$ cat config.mk
export PLATFORM = sky130hd
export DESIGN_NAME = tarl_ctrl
export DESIGN_NICKNAME = d
export VERILOG_FILES = /design/src/rtl/core/tarl_pkg.sv /design/src/rtl/core/tarl_ctrl.sv
export SDC_FILE = /design/constraint.sdc
export NUM_CORES = 1
export LEC_CHECK = 0
export ABC_AREA = 1
export ABC_CLOCK_PERIOD_IN_PS = 3100
export BUFFER_PORTS_ARGS = -buffer_cell sky130_fd_sc_hd__buf_2
export CORE_AREA = 5 5 42 44
export CTS_CLUSTER_SIZE = 10
export DETAILED_ROUTE_END_ITERATION = 8
export DIE_AREA = 0 0 47 49
export GPL_ROUTABILITY_DRIVEN = 0
export MAX_ROUTING_LAYER = met4
export SETUP_SLACK_MARGIN = 0.3
export SLEW_MARGIN = 20
export SYNTH_ARGS = -nofsm -noshare
export SYNTH_HDL_FRONTEND = slang
export SYNTH_SLANG_ARGS = --single-unit
$ cat constraint.sdc
create_clock -name clock -period 3.1 [get_ports clock]
set_clock_uncertainty 0.1 [all_clocks]
set_input_delay 0.155 -clock clock [delete_from_list [all_inputs] [get_ports clock]]
set_output_delay 0.155 -clock clock [all_outputs]
set_load 0.01 [all_outputs]
$ cat src/rtl/core/tarl_pkg.sv
package tarl_pkg;

   localparam int RING_FRAMES_DEF       = 4096;
   localparam int MAX_CHANNELS_DEF      = 8;
   localparam int MAX_BLOCK_SAMPLES_DEF = 4096;

   localparam int FRAME_W = 48;
   localparam int IDX_W   = 12;
   localparam int BLK_W   = 13;
   localparam int WORD_W  = 32;
   localparam int CH_W    = 4;
   localparam int SUM_W   = FRAME_W + 1;

   localparam int REQ_TDATA_W = 112;

   localparam logic [CH_W-1:0] CH_RESET = 4'd2;

   localparam logic CMD_WRITE = 1'b0;
   localparam logic CMD_READ  = 1'b1;

   localparam int STEP_BITS = 8;
   localparam int DVD_W     = 16;
   localparam int MOD_ITER  = FRAME_W / STEP_BITS;
   localparam int DIV_ITER  = DVD_W / STEP_BITS;
   localparam int ITER_W    = $clog2(MOD_ITER);

   typedef enum logic [2:0] {
      ST_CLEAR,
      ST_IDLE,
      ST_MOD,
      ST_MUL,
      ST_RED,
      ST_ACC,
      ST_OUT
   } state_type;

   typedef struct packed {
      logic load;
      logic mod_step;
      logic calc_t;
      logic reduce;
      logic access;
      logic out_load;
      logic clear_step;
   } cmd_type;

   typedef struct packed {
      logic clr_last;
      logic mod_last;
      logic is_read;
      logic out_free;
   } status_type;

endpackage

$ cat src/rtl/core/tarl_ctrl.sv
module tarl_ctrl (
   input  logic                 clock,
   input  logic                 reset,
   input  logic                 in_valid,
   output logic                 in_ready,
   input  tarl_pkg::status_type status,
   output tarl_pkg::cmd_type    cmd
);

   tarl_pkg::state_type state_ff;
   tarl_pkg::state_type state_in;

   always_ff @(posedge clock) begin
      if (reset) begin
         state_ff <= tarl_pkg::ST_CLEAR;
      end else begin
         state_ff <= state_in;
      end
   end

   always_comb begin
      state_in = state_ff;
      cmd      = '0;
      in_ready = 1'b0;
      unique case (state_ff)
         tarl_pkg::ST_CLEAR: begin
            cmd.clear_step = 1'b1;
            if (status.clr_last) begin
               state_in = tarl_pkg::ST_IDLE;
            end
         end
         tarl_pkg::ST_IDLE: begin
            in_ready = 1'b1;
            if (in_valid) begin
               cmd.load = 1'b1;
               state_in = tarl_pkg::ST_MOD;
            end
         end
         tarl_pkg::ST_MOD: begin
            cmd.mod_step = 1'b1;
            if (status.mod_last) begin
               state_in = tarl_pkg::ST_MUL;
            end
         end
         tarl_pkg::ST_MUL: begin
            cmd.calc_t = 1'b1;
            state_in   = tarl_pkg::ST_RED;
         end
         tarl_pkg::ST_RED: begin
            cmd.reduce = 1'b1;
            state_in   = tarl_pkg::ST_ACC;
         end
         tarl_pkg::ST_ACC: begin
            cmd.access = 1'b1;
            if (status.is_read) begin
               state_in = tarl_pkg::ST_OUT;
            end else begin
               state_in = tarl_pkg::ST_IDLE;
            end
         end
         tarl_pkg::ST_OUT: begin
            if (status.out_free) begin
               cmd.out_load = 1'b1;
               state_in     = tarl_pkg::ST_IDLE;
            end
         end
         default: begin
            state_in = tarl_pkg::ST_IDLE;
         end
      endcase
   end

endmodule

==> results of run 1 <==
## layout make-up
cell class,instances,area (sq um)
multi-input combinational,36,200
clock buffer,4,26.3
inverter,9,33.8
sequential,3,60.1
timing repair buffer,14,70.1
tap,16,20.0
fill,162,991
## cells by family after synthesis
kind of cell	share of synthesized area
compound gates	0.0474
buf+inv	0.178
flops	0.190
simple gates	0.585
## stage by stage
stage          std cells  hold slack, ns  power, uW
3_3_place_gp          78           0.253        284
4_1_cts               82         0.00340        357
5_1_grt               82          0.0117        391
6_report              82         0.00403        351
3_5_place_dp          78           0.252        285
2_1_floorplan         50           0.124        248
## power by group through the flow
stage | sequential (uW) | combinational, uW | clock, uW
final | 87.4 | 194 | 69.6
after global routing | 93.3 | 220 | 78.3
after CTS | 87.6 | 198 | 71.6
after detailed placement | 88.9 | 197 | 0
after global placement | 88.9 | 195 | 0
after floorplan | 62.4 | 186 | 0
## worst max path at each step
stage                     start           to  slack (ns)  cells past startpoint
floorplan           state_ff[2]  state_ff[1]        1.96                      8
global placement    state_ff[2]  state_ff[1]        1.74                      7
detailed placement  state_ff[2]  state_ff[1]        1.70                      7
CTS                 state_ff[2]       cmd[6]        1.59                      4
global route        state_ff[2]       cmd[6]        1.45                      4
finish              state_ff[2]       cmd[6]        1.60                      4
## worst reg2reg max path: stages (launching register included)
cell and delay (ns):
dfxtp_1 0.51, inv_1 0.20, nand3b_1 0.14, nand2_2 0.07, nor2_2 0.12, nand2_1 0.06
nand2_1 0.07, nor2_2 0.03
## routing by layer
metal  share of wire  GRT usage  routed length [um]  vias to the layer above
met2            0.49      0.102                 347                       10
met4               0     0.0415                   0                        0
met1            0.43     0.0919                 306                      155
met3           0.084     0.0332                  60                        0
li1                -          -                   -                      184
met5               0          -                   0                        -
## placed cells by master (no fill, tap or decap)
cell type  Yosys  layout
a21oi_1        2       2
buf_2          0      14
clkbuf_1       0       1
clkbuf_4       0       3
dfxtp_1        3       3
inv_1          8       8
inv_2          1       1
nand2_1        6       6
nand2_2        2       2
nand2_4        1       1
nand3_1        3       3
nand3_2        2       2
nand3b_1       1       1
nor2_1         8       8
nor2_2         3       3
nor2_4         2       2
nor3_1         5       5
o21ai_0        1       1
==> key figures, run 1 <==
Placement
  – Placed cell area: slightly below 400 sq um
  – PortBufs: 14
  – Worst slack at placement: 1.70 ns
  – Detailed Place HPWL: about 610 um

Logic synthesis
  – Post-synth EDFFs: 0
  – Post-synthesis sequential area ratio: 0.190
  – Distinct cells, synth: 16
  – Number of synthesized register bits: 3
  – Synth async-reset ratio: 0
  – Mean Syn Cell Area: between 6 and 7 sq um
  – Synth top area share: 0.190
  – Post-Synthesis Cells: 50
  – Mapped Nets: 57
  – Yosys warnings: 0
  – Ys flop type: dfxtp_1
  – Largest area contributor in the netlist: dfxtp_1
  – Most common library cells after synthesis: inv_1, nor2_1, nand2_1
  – Cell area after synthesis: ~320 sq um
  – Synth top area cells: dfxtp_1, inv_1, nor2_1, nor3_1, buf_6

Detailed routing
  – DR pass1 iterations: 3
  – Total Wirelength: just over 700 um
  – DRC: 0
  – Routed via count: 349
  – Routed Antenna Nets: 0
  – Via density: around 4.3
  – Wire length per cell: a little under 9 um
  – First DRT Iteration DRCs: 6

Setup path
  – Buf/Inv on CP: 2
  – Flop2flop setup slack: roughly 1.7 ns
  – Worst setup path category: reg2out
  – WP data arrival: between 1 and 1.5 ns
  – Crit path max-delay family: flip-flops
  – CP max FO: 8
  – Startpoint Class: flip-flop
  – Number of cells on the worst reg-to-reg path: 7
  – Max stage delay cell, worst path: dfxtp_1
  – CP required: ~2.8 ns
  – CP peak stage delay: just over 0.5 ns
  – Reg-to-reg endpoint: state_ff[1]
  – RR Startpoint: state_ff[2]
  – Crit. End Element: primary output
  – Critical-path cell list: inv_1, nand3_1, nor2_1, buf_2

Power
  – Switching pwr: roughly 170 uW
  – Static Leak: about 0.00022 uW
  – Pint: between 150 and 200 uW
  – PD cells: roughly 850 nW/um^2
  – Sw frac: 0.490
  – Share of power burned in registers: 0.249
  – Clock power frac: 0.198
  – Worst vdd ir: approximately 210 uV
  – Gate power share: 0.552

Final layout
  – Top Registers: state_ff x3
  – Layout Nets: 74
  – Final instance area: 410 sq um
  – Diode count: 0
  – Final Util: 0.293
  – Largest Register: state_ff
  – Area grow syn2layout: 29.6%
  – Layout cell share with drive strength beyond 1: 0.424
  – Largest register FFs: 3

Clock tree
  – Worst skew pair latency: approximately 0.24 ns
  – Max clock buf depth: 2
  – TritonCTS clock tree: done
  – H-Tree Depth: 1
  – CTS clk-pin slew, worst paths: approximately 0.04 ns
  – Total CTS buffers: 3
  – Post-cts repair resize count: 0
  – Hold buffers post-CTS: 0
  – CTS root buf: clkbuf_4
  – Setup Buffers After CTS: 0
  – Num Clock Sinks: 3

Worst hold path
  – Hold Path Stages: 2
  – Hold path start: reset
  – Worst hold path type: in2reg
  – WHS Endpoint: state_ff[0]

Timing
  – Final setup viols: 0
  – Hold Violations, Final: 0
  – Slew Limit Headroom: 0.733
  – Final worst-path cycle share: 0.484
  – Max Slew Vio Count: 0
  – Setup slack after layout: roughly 1.6 ns
  – TNS Setup: 0 ns
  – Worst Max-Slew Pin Slew: roughly 0.40 ns
  – Min cycle time layout: approximately 1.5 ns
  – RSZ-0062 raised after global routing: false
  – Max Fclk: about 670 MHz

Global route
  – Maximum number of pins on one net before global-route repair: 10
  – Global-route wire length before repair: approximately 1.3 mm
  – Grt ovf: 0
  – Antenna violations before repair: 0
  – Vias in the first global route: 330
  – GRT Util Overall: 0.0757

Job
  – Max capacitance violation total: 0

Die
  – Area of the die: ~2300 sq um
  – Die height: 49 um
  – Core Region: about 1400 sq um
  – # IOs: 15
  – # rows: 14
  – Initial Utilization: 0.226
  – Die W: 47 um

Status
  – Status: finished clean
(Power assumes the default switching activity.)
==> run 2: changes to the inputs <==
Settings changed: ABC_CLOCK_PERIOD_IN_PS 3100 to 1400.
Clock period 3.1 ns to 1.4 ns, I/O delays scaled along.
==> run 2 against run 1 <==
Count of clock-buffer cells in the layout is the same. Register-to-register slack worse by 1.5 ns. Setup slack worse by 1.4 ns. Core utilization grew 11 points. Wire length up 28%. Global-route usage grew 1.7 points. Worst hold slack improved by 0.069 ns. Via count is 12% higher. Non-clock buffer count grew 7. Sequential power grew to 2.7 times the previous value. Largest cell class unchanged.
==> key figures, run 2 (same netlist as run 1, synthesis figures left out) <==
Detailed routing
  – Routed via count: 390
  – First DRT Iteration DRCs: 5
  – Wire length per cell: just over 10 um
  – Routed Antenna Nets: 0
  – DRC: 0
  – Via density: around 4.4
  – Total Wirelength: 912 um
  – DR pass1 iterations: 4

Setup path
  – CP max FO: 7
  – CP peak stage delay: 0.41 ns
  – Worst path most repeated cell: buf_6
  – Crit. Startpoint: state_ff[0]
  – Crit. End Element: primary output
  – Startpoint Class: flip-flop
  – WP data arrival: roughly 1.0 ns
  – RR Startpoint: state_ff[1]
  – Critical-path cell list: buf_6, nand2_4, nor2_4, buf_6
  – Max stage delay cell, worst path: dfxtp_4
  – Worst setup path category: reg2out
  – CP required: 1.23 ns

Die
  – Die W: 47 um
  – Die height: slightly below 50 um
  – Area of the die: 2300 sq um
  – # rows: 14
  – # IOs: 15
  – Core Region: roughly 1400 sq um
  – Initial Utilization: 0.226

Power
  – Clock power frac: 0.143
  – Switching pwr: 490 uW
  – PD cells: between 1500 and 2000 nW/um^2
  – Gate power share: 0.637
  – Worst vdd ir: around 660 uV
  – Static Leak: approximately 0.00028 uW
  – Share of power burned in registers: 0.221
  – Pint: around 570 uW
  – Sw frac: 0.463
  – Total Power: 1060 uW

Global route
  – Vias in the first global route: ~410
  – Antenna violations before repair: 0
  – Grt ovf: 0
  – Global-route wire length before repair: about 1.6 mm
  – Maximum number of pins on one net before global-route repair: 8
  – GRT Util Overall: 0.0929

Clock tree
  – H-Tree Depth: 1
  – CTS root buf: clkbuf_4
  – Max clock buf depth: 2
  – Total CTS buffers: 3
  – Num Clock Sinks: 3
  – CTS clk-pin slew, worst paths: 0.04 ns
  – TritonCTS clock tree: done
  – Worst skew pair latency: between 0.2 and 0.25 ns

Placement
  – PortBufs: 14
  – Detailed Place HPWL: approximately 630 um
  – Worst slack at placement: 0.107 ns

Timing
  – Min cycle time layout: 1.20 ns
  – Setup slack after layout: around 0.2 ns
  – Hold Violations, Final: 0
  – Final worst-path cycle share: 0.857
  – TNS Setup: 0 ns
  – Max Fclk: between 800 and 900 MHz
  – Max Slew Vio Count: 0
  – Worst Max-Slew Pin Slew: between 0.2 and 0.25 ns
  – Slew Limit Headroom: 0.853
  – RSZ-0062 raised after global routing: true
  – Final setup viols: 0

Final layout
  – Largest register FFs: 3
  – Final Util: 0.401
  – Largest Register: state_ff
  – # fillers: roughly 160
  – Layout Nets: 81
  – Diode count: 0
  – Most frequent cells in the layout: buf_2, inv_1, nor2_4, buf_6
  – Layout cell share with drive strength beyond 1: 0.671
  – Commonest non-fill, non-tap cell in the layout: buf_2
  – Top Registers: state_ff x3
  – Area grow syn2layout: 77.5%

Status
  – Status: finished clean

Worst hold path
  – Worst hold path type: in2reg
  – Hold path start: in_valid

Job
  – Max capacitance violation total: 0
run 2: changes by cell type in the layout (fill, tap and decap cells not counted), moves of 3 or more:
cell | before | now
dfxtp_4 | 0 | 3
dfxtp_1 | 3 | 0
nor2_4 | 2 | 5
nor2_1 | 8 | 4
buf_4 | 0 | 3
buf_6 | 0 | 5
run 2: final timing paths:
path                            cells past startpoint  slack, ns           to
worst max register to register                      9       0.23  state_ff[1]
worst max-delay path                                4       0.20       cmd[4]
worst min register to register                      3       0.50  state_ff[0]
worst min-delay path                                4       0.07  state_ff[0]
run 2: per-layer routing:
layer	up-vias	wire length (um)	track usage
li1	203	-	-
met1	178	377	0.107
met2	9	486	0.143
met3	0	48	0.0185
met4	0	0	0.0553
met5	-	0	-
run 2: area by class of cell:
cell class	count	area, sq um	area share
tap	16	20.0	0.0356
timing repair buffer	21	149	0.265
multi-input combinational	36	254	0.452
sequential	3	71.3	0.127
clock buffer	4	26.3	0.0468
inverter	9	41.3	0.0735
run 2: power groups by stage:
stage	clock network [uW]	registers (uW)	logic [uW]
finish	151	234	674
global route	171	243	749
CTS	156	224	636
detailed placement	0	187	505
global placement	0	184	505
floorplan	0	138	423
run 2: repair_timing:
item,in CTS,in global routing
endpoints found under the hold margin,2,0
setup endpoints to repair,11,11
hold buffers,1,0
resized for setup,20,8
pin swaps,5,5
buffers inserted,3,0
run 2: through the flow:
| step | hold WS (ns) | cells | cell area [sq um] |
|---|---|---|---|
| global route | 0.105 | 89 | 562 |
| global placement | 0.161 | 81 | 412 |
| CTS | 0.0539 | 89 | 534 |
| floorplan | 0.0391 | 50 | 322 |
| finish | 0.0726 | 89 | 562 |
| detailed placement | 0.163 | 81 | 412 |
run 2: worst max-delay path: cells and delay by family, from the launching register on:
kind	cells	cell delay, ns
buf+inv	2	0.24
simple gates	2	0.15
flops	1	0.41
==> run 3: changes to the inputs <==
Settings changed: ABC_AREA 1 to 0.
==> run 3 against run 2 <==
Global-route usage is 0.71 points lower. Design area fell by 14%. Worst hold slack better by 0.019 ns. Critical endpoint is now cmd[6]. Highest routed layer is now met4. Wire length decreased by 5.5%. Count of clock-buffer cells in the layout unchanged. Non-clock buffer count is 2 higher. First-iteration DRC count decreased by 20%. Die area unchanged.
==> key figures, run 3 <==
Logic synthesis
  – Most common library cells after synthesis: nor3_1, a21oi_1, dfxtp_1, nor2_1
  – Post-synthesis sequential area ratio: 0.220
  – Synth top area cells: dfxtp_1, mux2i_1, nor3_1, a21oi_1, a221oi_2
  – Number of synthesized register bits: 3
  – Mapped Nets: 40
  – Yosys warnings: 0
  – Largest area contributor in the netlist: dfxtp_1
  – Cell area after synthesis: 273 sq um
  – Cell with the most instances after synthesis: nor3_1
  – Distinct cells, synth: 22
  – Post-synth EDFFs: 0
  – Synth async-reset ratio: 0
  – Post-Synthesis Cells: 33
  – Ys flop type: dfxtp_1
  – Mean Syn Cell Area: 8.27 sq um
  – Synth top area share: 0.220

Setup path
  – WP data arrival: 1.07 ns
  – Reg-to-reg endpoint: state_ff[0]
  – Worst setup path category: reg2out
  – Flop2flop setup slack: roughly 0.19 ns
  – CP max FO: 7
  – Crit. End Element: primary output
  – Startpoint Class: flip-flop
  – CP required: about 1.2 ns
  – Number of cells on the worst reg-to-reg path: 3
  – RR Startpoint: state_ff[0]

Timing
  – Final setup viols: 0
  – Max Slew Vio Count: 0
  – TNS Setup: 0 ns
  – Max Fclk: 805 MHz
  – Min cycle time layout: roughly 1.2 ns
  – Hold Violations, Final: 0
  – Worst Max-Slew Pin Slew: approximately 0.32 ns
  – Setup slack after layout: between 0.15 and 0.2 ns
  – Slew Limit Headroom: 0.784
  – RSZ-0062 raised after global routing: true
  – Final worst-path cycle share: 0.887

Final layout
  – Most frequent cells in the layout: buf_2, buf_4, nor3_1
  – Diode count: 0
  – Largest Register: state_ff
  – Register area: 71.3 sq um
  – Commonest non-fill, non-tap cell in the layout: buf_2
  – Final std cells w/o fill: 73
  – Layout Nets: 65
  – Area grow syn2layout: 77.5%
  – Multi-input gate area: approximately 200 sq um
  – Largest register FFs: 3
  – Layout cell share with drive strength beyond 1: 0.649
  – # fillers: approximately 160
  – Top Registers: state_ff x3

Detailed routing
  – Routed Antenna Nets: 0
  – DRC: 0
  – Wire length per cell: about 12 um
  – First DRT Iteration DRCs: 4
  – Via density: between 4 and 5
  – Routed via count: about 340
  – Total Wirelength: 862 um
  – DR pass1 iterations: 4

Global route
  – Global-route wire length before repair: around 1.4 mm
  – GRT Util Overall: 0.0858
  – Antenna violations before repair: 0
  – Grt ovf: 0
  – Vias in the first global route: around 310
  – Maximum number of pins on one net before global-route repair: 10

Clock tree
  – Max clock buf depth: 2
  – Total CTS buffers: 3
  – Num Clock Sinks: 3
  – CTS root buf: clkbuf_4
  – TritonCTS clock tree: done
  – CTS clk-pin slew, worst paths: 0.04 ns
  – Worst skew pair latency: 0.24 ns
  – H-Tree Depth: 1

Status
  – Status: finished clean

Power
  – Static Leak: roughly 0.00021 uW
  – Clock power frac: 0.333
  – Gate power share: 0.422
  – Switching pwr: ~170 uW
  – Share of power burned in registers: 0.245
  – Pint: about 320 uW
  – Sw frac: 0.344
  – PD cells: approximately 1000 nW/um^2
  – Worst vdd ir: around 330 uV

Die
  – Die height: just under 50 um
  – # rows: 14
  – Initial Utilization: 0.195
  – # IOs: 15
  – Area of the die: roughly 2300 sq um
  – Die W: between 40 and 50 um
  – Core Region: approximately 1400 sq um

Worst hold path
  – Worst hold path type: in2reg
  – Hold Path Stages: 3
  – WHS Endpoint: state_ff[1]
  – Hold path start: status[3]

Job
  – Max capacitance violation total: 0

Placement
  – PortBufs: 14
  – Cells after DPL: 60
  – Worst slack at placement: around 0.11 ns
  – Detailed Place HPWL: about 540 um
[run 3: changes by cell type in the layout (fill, tap and decap cells not counted), sizes merged, moves of 2 or more]
cell,change
a211oi,+2
mux2i,+2
nand3,-5
buf,+2
nand2,-8
nand2b,+2
inv,-7
nor2,-10
[run 3: area by class of cell]
cell class	instances	area share
Clock buffer	4	0.0543
Tap cell	16	0.0413
Sequential cell	3	0.147
Multi-Input combinational cell	25	0.413
Inverter	2	0.0207
Timing Repair Buffer	23	0.323
[run 3: worst max-delay path, stage by stage, from the launching register on]
cell and delay (ns):
dfxtp_4 0.36, nand2b_4 0.16, nor2_4 0.08, and2_4 0.14, buf_6 0.09
[run 3: metrics by stage]
stage                     hold slack (ns)  instance area (sq um)  power, uW   util
final                              0.0920                    484        483  0.346
after global routing                0.122                    484        514  0.346
after CTS                          0.0825                    432        449  0.308
after floorplan                    0.0288                    277        225      -
after detailed placement            0.179                    345        258  0.246
after global placement              0.178                    345        258  0.246
[run 3: what timing repair did]
item / CTS / global route
buffers inserted: 5 / 3
gates resized for setup: 6 / 10
hold buffers: 1 / 0
hold endpoints to repair: 3 / 0
endpoints found under the setup margin: 11 / 11
cloned: 0 / 0
pin swaps: 3 / 3
[run 3: worst max path at each step]
stage / from / depth (start not counted) / endpoint / slack, ns
floorplan: state_ff[1] / 4 / state_ff[1] / 0.24
global placement: state_ff[0] / 3 / state_ff[0] / 0.12
detailed placement: state_ff[0] / 3 / state_ff[0] / 0.11
CTS: state_ff[1] / 4 / cmd[6] / 0.16
global route: state_ff[0] / 4 / state_ff[1] / 0.11
finish: state_ff[1] / 4 / cmd[6] / 0.16
[run 3: power groups by stage]
stage	Combinational, uW	Clock [uW]	Sequential [uW]
2_1_floorplan	119	0	106
3_3_place_gp	126	0	132
3_5_place_dp	126	0	132
4_1_cts	167	161	120
5_1_grt	224	168	122
6_report	204	161	119
[run 3: cells by family (layout without fill, tap and decap cells)]
family          count (synthesis)  count (layout)  synth area share
flops                           3               3             0.220
mux                             2               2            0.0734
compound gates                 10              10             0.317
buf+inv                         5              29             0.115
simple gates                   13              13             0.275
[run 3: metal layers]
metal,global-route usage,wire length [um]
met2,0.106,446
met1,0.105,379
met5,-,0
met3,0.0221,18
met4,0.0829,19
